--- src/sv/gpg_pkg.sv ---
`timescale 1ns / 1ps
// ----------------------------------------------------------------------------
// gpg_pkg: shared types and constants for the GPIO pattern generator
// Action and mode codes, period limits and the state/result structs.
// ----------------------------------------------------------------------------
package gpg_pkg;

	// Action codes carried by each command word
	typedef enum logic [3:0] {
		ACT_TICK     = 4'd0,
		ACT_TOGGLE   = 4'd1,
		ACT_ALL_HIGH = 4'd2,
		ACT_ALL_LOW  = 4'd3,
		ACT_INVERT   = 4'd4,
		ACT_NEXT     = 4'd5,
		ACT_RUN      = 4'd6,
		ACT_FASTER   = 4'd7,
		ACT_SLOWER   = 4'd8
	} action_t;

	// Pattern modes
	typedef enum logic [2:0] {
		MODE_MANUAL = 3'd0,
		MODE_WALK   = 3'd1,
		MODE_BOUNCE = 3'd2,
		MODE_COUNT  = 3'd3,
		MODE_ALT    = 3'd4
	} mode_t;

	localparam logic [10:0] PERIOD_MIN  = 11'd20;
	localparam logic [10:0] PERIOD_MAX  = 11'd2000;
	localparam logic [10:0] PERIOD_KNEE = 11'd200;
	localparam logic [10:0] STEP_BIG    = 11'd50;
	localparam logic [10:0] STEP_SMALL  = 11'd10;
	localparam logic [10:0] ELAPSED_MAX = 11'd2047;
	localparam logic [7:0]  BOUNCE_TOP  = 8'd7;
	localparam logic [7:0]  ALT_LOW     = 8'h0F;
	localparam logic [7:0]  ALT_HIGH    = 8'hF0;
	localparam logic [7:0]  MASK_RESET  = 8'hFF;

	// Architectural state of the generator
	typedef struct packed {
		logic [7:0]  levels;
		mode_t       mode;
		logic [7:0]  phase;
		logic        dir_down;
		logic [10:0] period;
		logic [10:0] elapsed;
	} gpg_state_t;

	// One result word
	typedef struct packed {
		logic [7:0]  drive_levels;
		logic [2:0]  pattern_mode;
		logic [10:0] step_period_ms;
		logic        refused;
	} gpg_result_t;

	// Single bit at position p, zero when p is off the end
	function automatic logic [7:0] one_hot(input logic [7:0] p);
		logic [7:0] r;
		r = 8'd0;
		if (p < 8'd8) begin
			r = 8'd1 << p[2:0];
		end
		return r;
	endfunction

endpackage

--- src/sv/gpg_if.sv ---
`timescale 1ns / 1ps
// ----------------------------------------------------------------------------
// gpg_if: valid/ready channels of the GPIO pattern generator
// gpg_cmd_if carries command words, gpg_res_if carries result words.
// ----------------------------------------------------------------------------
interface gpg_cmd_if;
	logic       valid;
	logic       ready;
	logic [3:0] action;
	logic [2:0] channel;

	modport source (output valid, output action, output channel, input ready);
	modport sink (input valid, input action, input channel, output ready);
endinterface

interface gpg_res_if;
	logic        valid;
	logic        ready;
	logic [7:0]  drive_levels;
	logic [2:0]  pattern_mode;
	logic [10:0] step_period_ms;
	logic        refused;

	modport source (output valid, output drive_levels, output pattern_mode,
		output step_period_ms, output refused, input ready);
	modport sink (input valid, input drive_levels, input pattern_mode,
		input step_period_ms, input refused, output ready);
endinterface

--- src/sv/gpg_step.sv ---
`timescale 1ns / 1ps
// ----------------------------------------------------------------------------
// gpg_step: next-state and result logic for one command word
// Applies one action to the current state and forms the result word.
// ----------------------------------------------------------------------------
module gpg_step (
	input  gpg_pkg::gpg_state_t  cur,
	input  logic [7:0]           mask,
	input  gpg_pkg::action_t     action,
	input  logic [2:0]           channel,
	output gpg_pkg::gpg_state_t  nxt,
	output gpg_pkg::gpg_result_t res
);
	import gpg_pkg::*;

	gpg_state_t  adv;       // state after one pattern step
	logic [10:0] elapsed_inc;
	logic        refused;

	// One pattern step from the current state
	always_comb begin
		adv = cur;
		case (cur.mode)
			MODE_WALK: begin
				adv.levels = one_hot(cur.phase);
				adv.phase  = {5'd0, cur.phase[2:0] + 3'd1};
			end
			MODE_BOUNCE: begin
				adv.levels = one_hot(cur.phase);
				if (!cur.dir_down) begin
					// moving up: clamp at the top and turn down
					if (cur.phase >= BOUNCE_TOP - 8'd1) begin
						adv.phase    = BOUNCE_TOP;
						adv.dir_down = 1'b1;
					end else begin
						adv.phase = cur.phase + 8'd1;
					end
				end else begin
					if (cur.phase > BOUNCE_TOP) begin
						adv.phase    = BOUNCE_TOP;
						adv.dir_down = 1'b1;
					end else if (cur.phase <= 8'd1) begin
						adv.phase    = 8'd0;
						adv.dir_down = 1'b0;
					end else begin
						adv.phase = cur.phase - 8'd1;
					end
				end
			end
			MODE_COUNT: begin
				adv.levels = cur.phase;
				adv.phase  = cur.phase + 8'd1;
			end
			MODE_ALT: begin
				adv.levels = cur.phase[0] ? ALT_HIGH : ALT_LOW;
				adv.phase  = cur.phase + 8'd1;
			end
			default: begin
				adv = cur;
			end
		endcase
	end

	// Saturating millisecond count
	assign elapsed_inc = (cur.elapsed < ELAPSED_MAX) ? cur.elapsed + 11'd1 : cur.elapsed;

	// Action decode
	always_comb begin
		nxt     = cur;
		refused = 1'b0;
		case (action)
			ACT_TICK: begin
				nxt.elapsed = elapsed_inc;
				if (cur.mode != MODE_MANUAL && elapsed_inc >= cur.period) begin
					nxt         = adv;
					nxt.elapsed = 11'd0;
				end
			end
			ACT_TOGGLE: begin
				if (!mask[channel]) begin
					refused = 1'b1;
				end else begin
					nxt.mode             = MODE_MANUAL;
					nxt.levels[channel] = ~cur.levels[channel];
				end
			end
			ACT_ALL_HIGH: begin
				nxt.mode   = MODE_MANUAL;
				nxt.levels = 8'hFF;
			end
			ACT_ALL_LOW: begin
				nxt.mode   = MODE_MANUAL;
				nxt.levels = 8'h00;
			end
			ACT_INVERT: begin
				nxt.mode   = MODE_MANUAL;
				nxt.levels = ~cur.levels;
			end
			ACT_NEXT: begin
				case (cur.mode)
					MODE_MANUAL: nxt.mode = MODE_WALK;
					MODE_WALK:   nxt.mode = MODE_BOUNCE;
					MODE_BOUNCE: nxt.mode = MODE_COUNT;
					MODE_COUNT:  nxt.mode = MODE_ALT;
					default:     nxt.mode = MODE_MANUAL;
				endcase
				nxt.phase    = 8'd0;
				nxt.dir_down = 1'b0;
			end
			ACT_RUN: begin
				nxt.mode = (cur.mode == MODE_MANUAL) ? MODE_WALK : MODE_MANUAL;
			end
			ACT_FASTER: begin
				if (cur.period > PERIOD_MIN) begin
					nxt.period = cur.period -
						((cur.period > PERIOD_KNEE) ? STEP_BIG : STEP_SMALL);
				end
			end
			ACT_SLOWER: begin
				if (cur.period < PERIOD_MAX) begin
					nxt.period = cur.period +
						((cur.period >= PERIOD_KNEE) ? STEP_BIG : STEP_SMALL);
				end
			end
			default: begin
				nxt = cur;
			end
		endcase
	end

	// Result word from the updated state
	assign res.drive_levels   = nxt.levels & mask;
	assign res.pattern_mode   = nxt.mode;
	assign res.step_period_ms = nxt.period;
	assign res.refused        = refused;

endmodule

--- src/sv/gpio_pattern_generator_top.sv ---
`timescale 1ns / 1ps
// ----------------------------------------------------------------------------
// gpio_pattern_generator_top: eight-channel LED chaser pattern generator
// Command register, state update logic and a registered result word.
// ----------------------------------------------------------------------------
// A word accepted into the command register is processed by gpg_step and its
// result is captured in the result register, from which it can be taken.
// Throughput: one word per cycle while the result register is free or emptied.
// Reset (arst_n low): levels, phase, elapsed cleared, mode manual, direction
// up, period RESET_PERIOD_MS, assigned mask all ones, both stages empty.
module gpio_pattern_generator_top #(
	parameter int RESET_PERIOD_MS = 200
) (
	input  logic       clk,
	input  logic       arst_n,
	gpg_cmd_if.sink    cmd,
	gpg_res_if.source  result,
	input  logic       mask_we,
	input  logic [7:0] mask_wdata
);
	import gpg_pkg::*;

	logic        s1_valid_q;
	action_t     action_s1;
	logic [2:0]  channel_s1;
	logic        out_valid_q;
	gpg_result_t out_q;
	gpg_state_t  state_q;
	gpg_state_t  state_nxt;
	gpg_result_t res_nxt;
	logic [7:0]  mask_q;
	logic        adv;

	// Stage 1 moves on when the result register is free or being emptied
	assign adv       = s1_valid_q && (!out_valid_q || result.ready);
	assign cmd.ready = !s1_valid_q || adv;

	// Assigned channel mask
	always_ff @(posedge clk or negedge arst_n) begin
		if (!arst_n) begin
			mask_q <= MASK_RESET;
		end else if (mask_we) begin
			mask_q <= mask_wdata;
		end
	end

	// Command register
	always_ff @(posedge clk or negedge arst_n) begin
		if (!arst_n) begin
			s1_valid_q <= 1'b0;
		end else if (cmd.ready) begin
			s1_valid_q <= cmd.valid;
		end
	end

	always_ff @(posedge clk) begin
		if (cmd.valid && cmd.ready) begin
			action_s1  <= action_t'(cmd.action);
			channel_s1 <= cmd.channel;
		end
	end

	gpg_step u_step (
		.cur     (state_q),
		.mask    (mask_q),
		.action  (action_s1),
		.channel (channel_s1),
		.nxt     (state_nxt),
		.res     (res_nxt)
	);

	// Generator state
	always_ff @(posedge clk or negedge arst_n) begin
		if (!arst_n) begin
			state_q.levels   <= 8'd0;
			state_q.mode     <= MODE_MANUAL;
			state_q.phase    <= 8'd0;
			state_q.dir_down <= 1'b0;
			state_q.period   <= 11'(RESET_PERIOD_MS);
			state_q.elapsed  <= 11'd0;
		end else if (adv) begin
			state_q <= state_nxt;
		end
	end

	// Result register
	always_ff @(posedge clk or negedge arst_n) begin
		if (!arst_n) begin
			out_valid_q <= 1'b0;
		end else if (adv) begin
			out_valid_q <= 1'b1;
		end else if (result.ready) begin
			out_valid_q <= 1'b0;
		end
	end

	always_ff @(posedge clk) begin
		if (adv) begin
			out_q <= res_nxt;
		end
	end

	assign result.valid          = out_valid_q;
	assign result.drive_levels   = out_q.drive_levels;
	assign result.pattern_mode   = out_q.pattern_mode;
	assign result.step_period_ms = out_q.step_period_ms;
	assign result.refused        = out_q.refused;

	// Checks
	a_s1_hold: assert property (@(posedge clk) disable iff (!arst_n)
		s1_valid_q && !adv |=> s1_valid_q && $stable(action_s1) && $stable(channel_s1))
		else $error("command register lost a stalled word");

	a_refuse_keeps: assert property (@(posedge clk) disable iff (!arst_n)
		adv && action_s1 == ACT_TOGGLE && !mask_q[channel_s1]
		|=> state_q.levels == $past(state_q.levels) && state_q.mode == $past(state_q.mode))
		else $error("refused toggle changed the state");

	a_manual_after_set: assert property (@(posedge clk) disable iff (!arst_n)
		adv && (action_s1 == ACT_ALL_HIGH || action_s1 == ACT_ALL_LOW ||
			action_s1 == ACT_INVERT) |=> state_q.mode == MODE_MANUAL)
		else $error("manual action left a pattern running");

	a_elapsed_tick_only: assert property (@(posedge clk) disable iff (!arst_n)
		adv && action_s1 != ACT_TICK |=> $stable(state_q.elapsed))
		else $error("elapsed moved without a tick");

	a_ready_rule: assert property (@(posedge clk) disable iff (!arst_n)
		cmd.ready |-> (!s1_valid_q || !out_valid_q || result.ready))
		else $error("ready raised while both stages are blocked");

endmodule

--- src/flat_wrapper.sv ---
// flat-port wrapper written by rule: the top's interface ports become plain ports
module gpio_pattern_generator_top_flat import gpg_pkg::*;
#(
	parameter int RESET_PERIOD_MS = 200
)
  (clk, arst_n, mask_we, mask_wdata, cmd_valid, cmd_action, cmd_channel, cmd_ready, result_valid, result_drive_levels, result_pattern_mode, result_step_period_ms, result_refused, result_ready);
  gpg_cmd_if cmd_i ();
  gpg_res_if result_i ();
  input  logic clk;
  input  logic arst_n;
  input  logic mask_we;
  input  logic [7:0] mask_wdata;
  input wire logic [$bits(cmd_i.valid)-1:0] cmd_valid;
  input wire logic [$bits(cmd_i.action)-1:0] cmd_action;
  input wire logic [$bits(cmd_i.channel)-1:0] cmd_channel;
  output wire logic [$bits(cmd_i.ready)-1:0] cmd_ready;
  output wire logic [$bits(result_i.valid)-1:0] result_valid;
  output wire logic [$bits(result_i.drive_levels)-1:0] result_drive_levels;
  output wire logic [$bits(result_i.pattern_mode)-1:0] result_pattern_mode;
  output wire logic [$bits(result_i.step_period_ms)-1:0] result_step_period_ms;
  output wire logic [$bits(result_i.refused)-1:0] result_refused;
  input wire logic [$bits(result_i.ready)-1:0] result_ready;
  assign cmd_i.valid = cmd_valid;
  assign cmd_i.action = cmd_action;
  assign cmd_i.channel = cmd_channel;
  assign cmd_ready = cmd_i.ready;
  assign result_valid = result_i.valid;
  assign result_drive_levels = result_i.drive_levels;
  assign result_pattern_mode = result_i.pattern_mode;
  assign result_step_period_ms = result_i.step_period_ms;
  assign result_refused = result_i.refused;
  assign result_i.ready = result_ready;
  gpio_pattern_generator_top #(.RESET_PERIOD_MS(RESET_PERIOD_MS)) u_core (.clk(clk), .arst_n(arst_n), .cmd(cmd_i), .result(result_i), .mask_we(mask_we), .mask_wdata(mask_wdata));
endmodule
--- config.mk ---
export PLATFORM = sky130hd
export DESIGN_NAME = gpio_pattern_generator_top_flat
export DESIGN_NICKNAME = d
export VERILOG_FILES = /design/src/sv/gpg_pkg.sv /design/src/sv/gpg_if.sv /design/src/sv/gpg_step.sv /design/src/sv/gpio_pattern_generator_top.sv /design/src/flat_wrapper.sv
export SDC_FILE = /design/constraint.sdc
export NUM_CORES = 1
export LEC_CHECK = 0
export BUFFER_PORTS_ARGS = -buffer_cell sky130_fd_sc_hd__buf_2
export CORE_UTILIZATION = 62
export CTS_BUF_LIST = sky130_fd_sc_hd__clkbuf_2 sky130_fd_sc_hd__clkbuf_4 sky130_fd_sc_hd__clkbuf_8
export CTS_CLUSTER_DIAMETER = 100
export CTS_CLUSTER_SIZE = 12
export DETAILED_ROUTE_END_ITERATION = 6
export PLACE_DENSITY_LB_ADDON = 0.3
export REMOVE_ABC_BUFFERS = 1
export SLEW_MARGIN = 20
export SYNTH_ARGS = -nofsm -noshare
export SYNTH_HDL_FRONTEND = slang
export SYNTH_HIERARCHICAL = 1
export SYNTH_SLANG_ARGS = --single-unit
--- constraint.sdc ---
create_clock -name clk -period 4 [get_ports clk]
set_input_delay 0.2 -clock clk [delete_from_list [all_inputs] [get_ports clk]]
set_output_delay 0.2 -clock clk [all_outputs]
set_load 0.005 [all_outputs]
# [Yosys cells after proc, flatten, opt, wreduce, memory -nomap -nowiden]
# Cells that the tools add are included.
[op_classes] addsub=6 n_lt_le_gt_ge=12 n_eq_ne=15 shifts=1 n_mux=34 bitwise_logic=3 n_reduce_logical=19
[ops] op="case mux 8 bit (3 select lines)" count=2
[ops] op="2-to-1 mux 11 bit" count=4
[ops] op="2-to-1 mux 42 bit" count=1
[ops] op="case mux 8 bit (5 select lines)" count=1
[ops] op="case mux 11 bit (3 select lines)" count=1
[ops] op="2-to-1 mux 8 bit" count=4
[ops] op="less-than comparator 11 bit (second input constant)" count=2
[ops] op="2-to-1 mux 9 bit" count=2
[ops] op="case mux 9 bit (2 select lines)" count=1
[ops] op="equality test 4 x 3 -> 1 bit (second input constant)" count=4
[ops] op="case mux 3 bit (5 select lines)" count=1
[ops] op="2-to-1 mux 6 bit" count=2
[ops] op="case mux 3 bit (4 select lines)" count=1
[ops] op="adder 11 x 1 -> 11 bit (second input constant)" count=1
[ops] op="adder 11 x 6 -> 11 bit" count=1
[ops] op=">= comparator 11 bit" count=1
[ops] op=">= comparator 11 x 8 -> 1 bit (second input constant)" count=1
[ops] op="greater-than comparator 11 x 5 -> 1 bit (second input constant)" count=1
[ops] op="greater-than comparator 11 x 8 -> 1 bit (second input constant)" count=1
[ops] op="subtractor 11 x 6 -> 11 bit" count=1
[ops] op="2-to-1 mux 1 bit" count=10
[ops] op="adder 8 x 1 -> 8 bit (second input constant)" count=1
[ops] op="AND 8 bit" count=1
[ops] op="bitwise mux 8 bit" count=1
[ops] op="33 further kinds" count=44
[word_totals] register_bits=82 out_inout_bits=25 elab_cells=105

# [Logic depth before layout (Yosys ltp)]
[logic_depth] depth_word=8 mapped_depth=16

# [By module]
# Netlist, hierarchy kept.
[modules_own_cells] module="gpg_step" instances=1 cells_each=475 area_per_inst_um2=3114.2 seq_area_each_um2=0.0
[modules_own_cells] module="gpio_pattern_generator_top" instances=1 cells_each=144 area_per_inst_um2=3030.4 seq_area_each_um2=2215.9

# [Least setup slack after synthesis]
# No wires, ideal clock.
[synth_timing] kind="register -> register" start="register u_core/state_q[4] (netlist name)" end="register u_core/state_q[5] (netlist name)" setup_ps=64 arrival_ps=3536 t_required_ps=3936 path_slack_ps=400 stages_incl_launch_ff=16 n_path_buf=2 synth_period_minus_slack_ps=3600 cell_sequence="dfrtp_1 clkbuf_1 and4_1 or3b_1 clkbuf_1 and4_1 nand3_1 xnor2_1 ha_1 a21oi_1 o21ai_0 a221oi_2 o21ai_0 or3_1 o21ai_0 mux2_4"
[synth_via] elab_chain_cells=5
[synth_lines] element="from (decl)" line_no="gpio_pattern_generator_top.sv:28" source="gpg_state_t state_q;"
[synth_lines] element="from (signal assigned)" line_no="gpio_pattern_generator_top.sv:82" source="state_q <= state_nxt;"
[synth_lines] element="adder 11 x 1 -> 11 bit / less-than comparator 11 bit (equally long branches)" line_no="gpg_step.sv:65" source="assign elapsed_inc = (cur.elapsed < ELAPSED_MAX) ? cur.elapsed + 11'd1 : cur.elapsed;"
[synth_lines] element="2-to-1 mux 11 bit (*)" line_no="gpg_step.sv:65"
[synth_lines] element=">= comparator 11 bit" line_no="gpg_step.sv:74" source="if (cur.mode != MODE_MANUAL && elapsed_inc >= cur.period) begin"
[synth_lines] element="logical AND 1 bit" line_no="gpg_step.sv:74"
[synth_lines] element="2-to-1 mux 42 bit (*)" line_no="gpg_step.sv:74"
# Every way passes the cells marked *; elsewhere a longest branch is shown, timed or not. The select of a mux whose other input is x is not followed.
# A chain may end at the register's enable or synchronous reset.

# [Final worst setup path]
[layout_timing] start="register u_core/state_q[5] (netlist name)" end="register u_core/state_q[28] (netlist name)"
[layout_via] elab_chain_cells=6
[layout_lines] element="adder 11 x 1 -> 11 bit / less-than comparator 11 bit (equally long branches)" line_no="gpg_step.sv:65"
[layout_lines] element="2-to-1 mux 11 bit (*)" line_no="gpg_step.sv:65"
[layout_lines] element=">= comparator 11 bit (*)" line_no="gpg_step.sv:74"
[layout_lines] element="logical AND 1 bit (*)" line_no="gpg_step.sv:74"
[layout_lines] element="inequality test 2 bit (no source line) (*)"
[layout_lines] element="AND reduction 4 bit (no source line) (*)"
# Every way passes the cells marked *; elsewhere a longest branch is shown, timed or not.

==> results.toml <==
[placement]
preCtsSetupSlack_ns = 0.1727
dp.cells = 753
hpwl_um = 9963
port_buffers = 44
gp_congestion = 0.8748

[logic_synthesis]
synth_cells = 619
synth_flop_cell = "dfrtp_1"
synth_commonest_cells = "a21oi_1 (41), dfrtp_1 (41), mux2_4 (39)"
muxShareOfSynthArea_pct = 12.77
yosysTopAreaCell = "dfrtp_1"
synth_area_mm2 = 0.006145
synth_edf_count = 30
ys_seq_area_share_pct = 36.06
yosysTopAreaCellShare_pct = 16.70
synthXorXnorAreaFrac_pct = 1.996
async_flop_share_pct = 63.41
ys_ff_latch = 82
synth_area_per_cell_um2 = 9.927
synth-simple-area-share_pct = 18.04
yosysWarningCount = 6
synth_fa_ha_area_share_pct = 5.701
synth_cell_types = 78
synth_compound_area_share_pct = 19.39
synth_top_family_by_area = "compound AO/OA/AOI/OAI gates"
synth_area_leaders = "dfrtp_1 (17%), edfxtp_1 (15%), mux2_4 (9.5%)"

[final_layout]
regArea_mm2 = 0.002217
final_layout_size_suffix_gt1_share_pct = 23.57
area_growth_syn_to_layout_pct = 6.984
fin_cells = 774
antennaDiodeCount = 0
nets = 688
multi_input_area_mm2 = 0.003563
fillers = 733

[routing]
drtAntennaViolNets = 0
firstDrtPassIters = 5
wl_met2_um = 6720
wl_per_cell_um = 18.85
wl_met1_um = 6516
drt-total-wl_um = 14590
drt_first_iter_violations = 384
vias = 5062
drc = 0
dr_wl_met3_um = 1085
drt-vias-per-instance = 6.540
routed.top_layer = "met4"

[cts]
insertion_delay_ns = 0.36
cts_root_buf = "clkbuf_8"
cts_max_level = 3
cts-buffers-inserted = 9
clk_pin_slew_ns = 0.09
cts_sinks = 82
cts_tree = "done"
clockBufferDepth = 2
cts_setup_buffers = 0

[power_and_ir_drop]
p_sw_share_pct = 39.65
clock_power_share_pct = 18.9
netSwitchingPower_mw = 1.418
power_mw = 3.577
vdd_ir_drop_max_uv = 294.8
combinationalPowerShare_pct = 44.1
seqPwrFrac_pct = 37.0
power.internal_mw = 2.159
power_density_mw_per_mm2 = 544.1
p_leak_nw = 2.792

[sta]
relSlewSlack_pct = 32.13
fin_hold_ws_ns = 0.01760
setup_viol = 0
layout_worst_path_cycle_share_pct = 94.29
tightest_slew_ns = 1.017
fin_skew_ns = 0.02057
finalMaxSlewViolations = 0
fmax_mhz = 265.1
fin_crit_ns = 3.772
setup_ws_ns = 0.2282
hold_viol = 0

[floorplan]
die_area_mm2 = 0.01031
fp.dieW_um = 101.6
die_height_um = 101.6
fp-row-count = 35
core_area_mm2 = 0.009415
start_util_pct = 65.26
io_pins = 45

[worst_setup_path]
critPathLaunchType = "register"
critPathKind = "register to register"
cp.required_ns = 4.24
path_max_fanout = 8
crit_arrival_ns = 4.01
worstSetupEndpointType = "register"

[min_path]
hold_class = "input port to register"

[global_route]
grt_util_all_layers_pct = 30.05
grt_start_max_net_pins = 53
grt_pass1_vias = 4740
grt_pass1_wl_um = 23970
overflow = 0
grt_antenna_before_repair = 0

[job]
maxCapViolCount = 0

[status]
status = "finished, final reports clean"
final timing paths:
path / startpoint / to / slack, ns / depth (start not counted)
setup / recovery: u_core/state_q[5]$_DFFE_PN0P_ / u_core/state_q[28]$_DFFE_PN0P_ / 0.23 / 14
hold / removal: cmd_action[2] / u_core/action_s1[2]$_DFFE_PP_ / 0.02 / 1
setup reg to reg: u_core/state_q[5]$_DFFE_PN0P_ / u_core/state_q[28]$_DFFE_PN0P_ / 0.23 / 14
hold reg to reg: u_core/s1_valid_q$_DFFE_PN0P_ / u_core/result.valid$_DFFE_PN0P_ / 0.57 / 1
max in group asynchronous: arst_n / u_core/state_q[4]$_DFFE_PN0P_ / 3.00 / 3
min in group asynchronous: arst_n / u_core/state_q[13]$_DFFE_PN0P_ / 0.50 / 3
area by class of cell:
cell class | count | share of cell area, %
flip-flops and latches | 82 | 33.73
well taps | 129 | 2.455
clock inverters | 5 | 1.218
inverters | 26 | 1.485
clock buffers | 11 | 2.113
multi-input cells | 466 | 54.21
repair buffers | 55 | 4.796
worst max-delay path, stage by stage, from the launching register on:
cell	delay, ns
dfrtp_1	0.48
and4_1	0.31
or3b_1	0.48
and4_1	0.27
nand3_1	0.14
xnor2_1	0.08
ha_1	0.32
nand4_1	0.10
nor2_1	0.18
a221oi_2	0.10
buf_4	0.19
a21oi_1	0.39
a31oi_1	0.14
o22a_1	0.22
mux2_4	0.27
metal layers:
metal | vias to the layer above | track usage (%)
met5 | - | 0
met4 | 0 | 10.14
met3 | 32 | 5.797
met2 | 264 | 47.77
met1 | 2420 | 41.24
li1 | 2346 | -
cells in the final DEF (no fill, tap or decap), types with 10 or more instances in the layout:
| cell type | instances |
|---|---|
| dfstp_2 | 11 |
| a21o_1 | 10 |
| o21ai_0 | 34 |
| dfrtp_1 | 40 |
| nor3_1 | 17 |
| nand4_1 | 11 |
| mux2_2 | 15 |
| and2_1 | 10 |
| nand2_1 | 38 |
| nor2_1 | 25 |
| mux2_4 | 39 |
| a21oi_1 | 41 |
| edfxtp_1 | 30 |
| a22o_1 | 12 |
| xnor2_1 | 10 |
| buf_2 | 44 |
| inv_1 | 26 |
| nand2b_1 | 18 |
| ha_1 | 28 |
| nand3_1 | 16 |
metrics by stage:
| stage | area, um^2 | utilization, % | TNS [ns] |
|---|---|---|---|
| 3_5_place_dp | 6297 | 66.88 | 0 |
| 4_1_cts | 6536 | 69.42 | 0 |
| 3_3_place_gp | 6297 | 66.88 | 0 |
| 6_report | 6574 | 69.82 | 0 |
| 2_1_floorplan | 5871 | - | 0 |
| 5_1_grt | 6574 | 69.82 | -0.001077 |
flip-flops by register name, summed over array words and instances, names as in the netlist:
| register | count |
|---|---|
| u_core/action_s1 | 4 |
| u_core/channel_s1 | 3 |
| u_core/mask_q | 8 |
| u_core/result.drive_levels | 8 |
| u_core/result.pattern_mode | 3 |
| u_core/result.refused | 1 |
| u_core/result.step_period_ms | 11 |
| u_core/result.valid | 1 |
| u_core/s1_valid_q | 1 |
| u_core/state_q | 42 |
power groups by stage:
stage | clock [mW] | sequential (mW) | combinational, mW
finish | 0.677 | 1.32 | 1.58
global route | 0.715 | 1.35 | 1.73
CTS | 0.685 | 1.31 | 1.54
detailed placement | 0 | 1.33 | 1.52
global placement | 0 | 1.32 | 1.45
floorplan | 0 | 1.26 | 1.14
cell families (layout without fill, tap and decap cells):
group                    count (synthesis)  count (layout)
AO/OA/AOI/OAI                          174             174
AND/OR/NAND/NOR                        193             193
multiplexers                            57              57
buffers and inverters                   71              97
XOR/XNOR                                14              14
flip-flops                              82              82
adder cells (fa/ha/maj)                 28              28
what timing repair did:
action	in CTS	in global routing
setup endpoints to repair	0	19
resized for setup	0	4
hold buffers	2	3
endpoints found under the hold margin	20	3
Note: power is estimated with default switching activity, not from simulation.
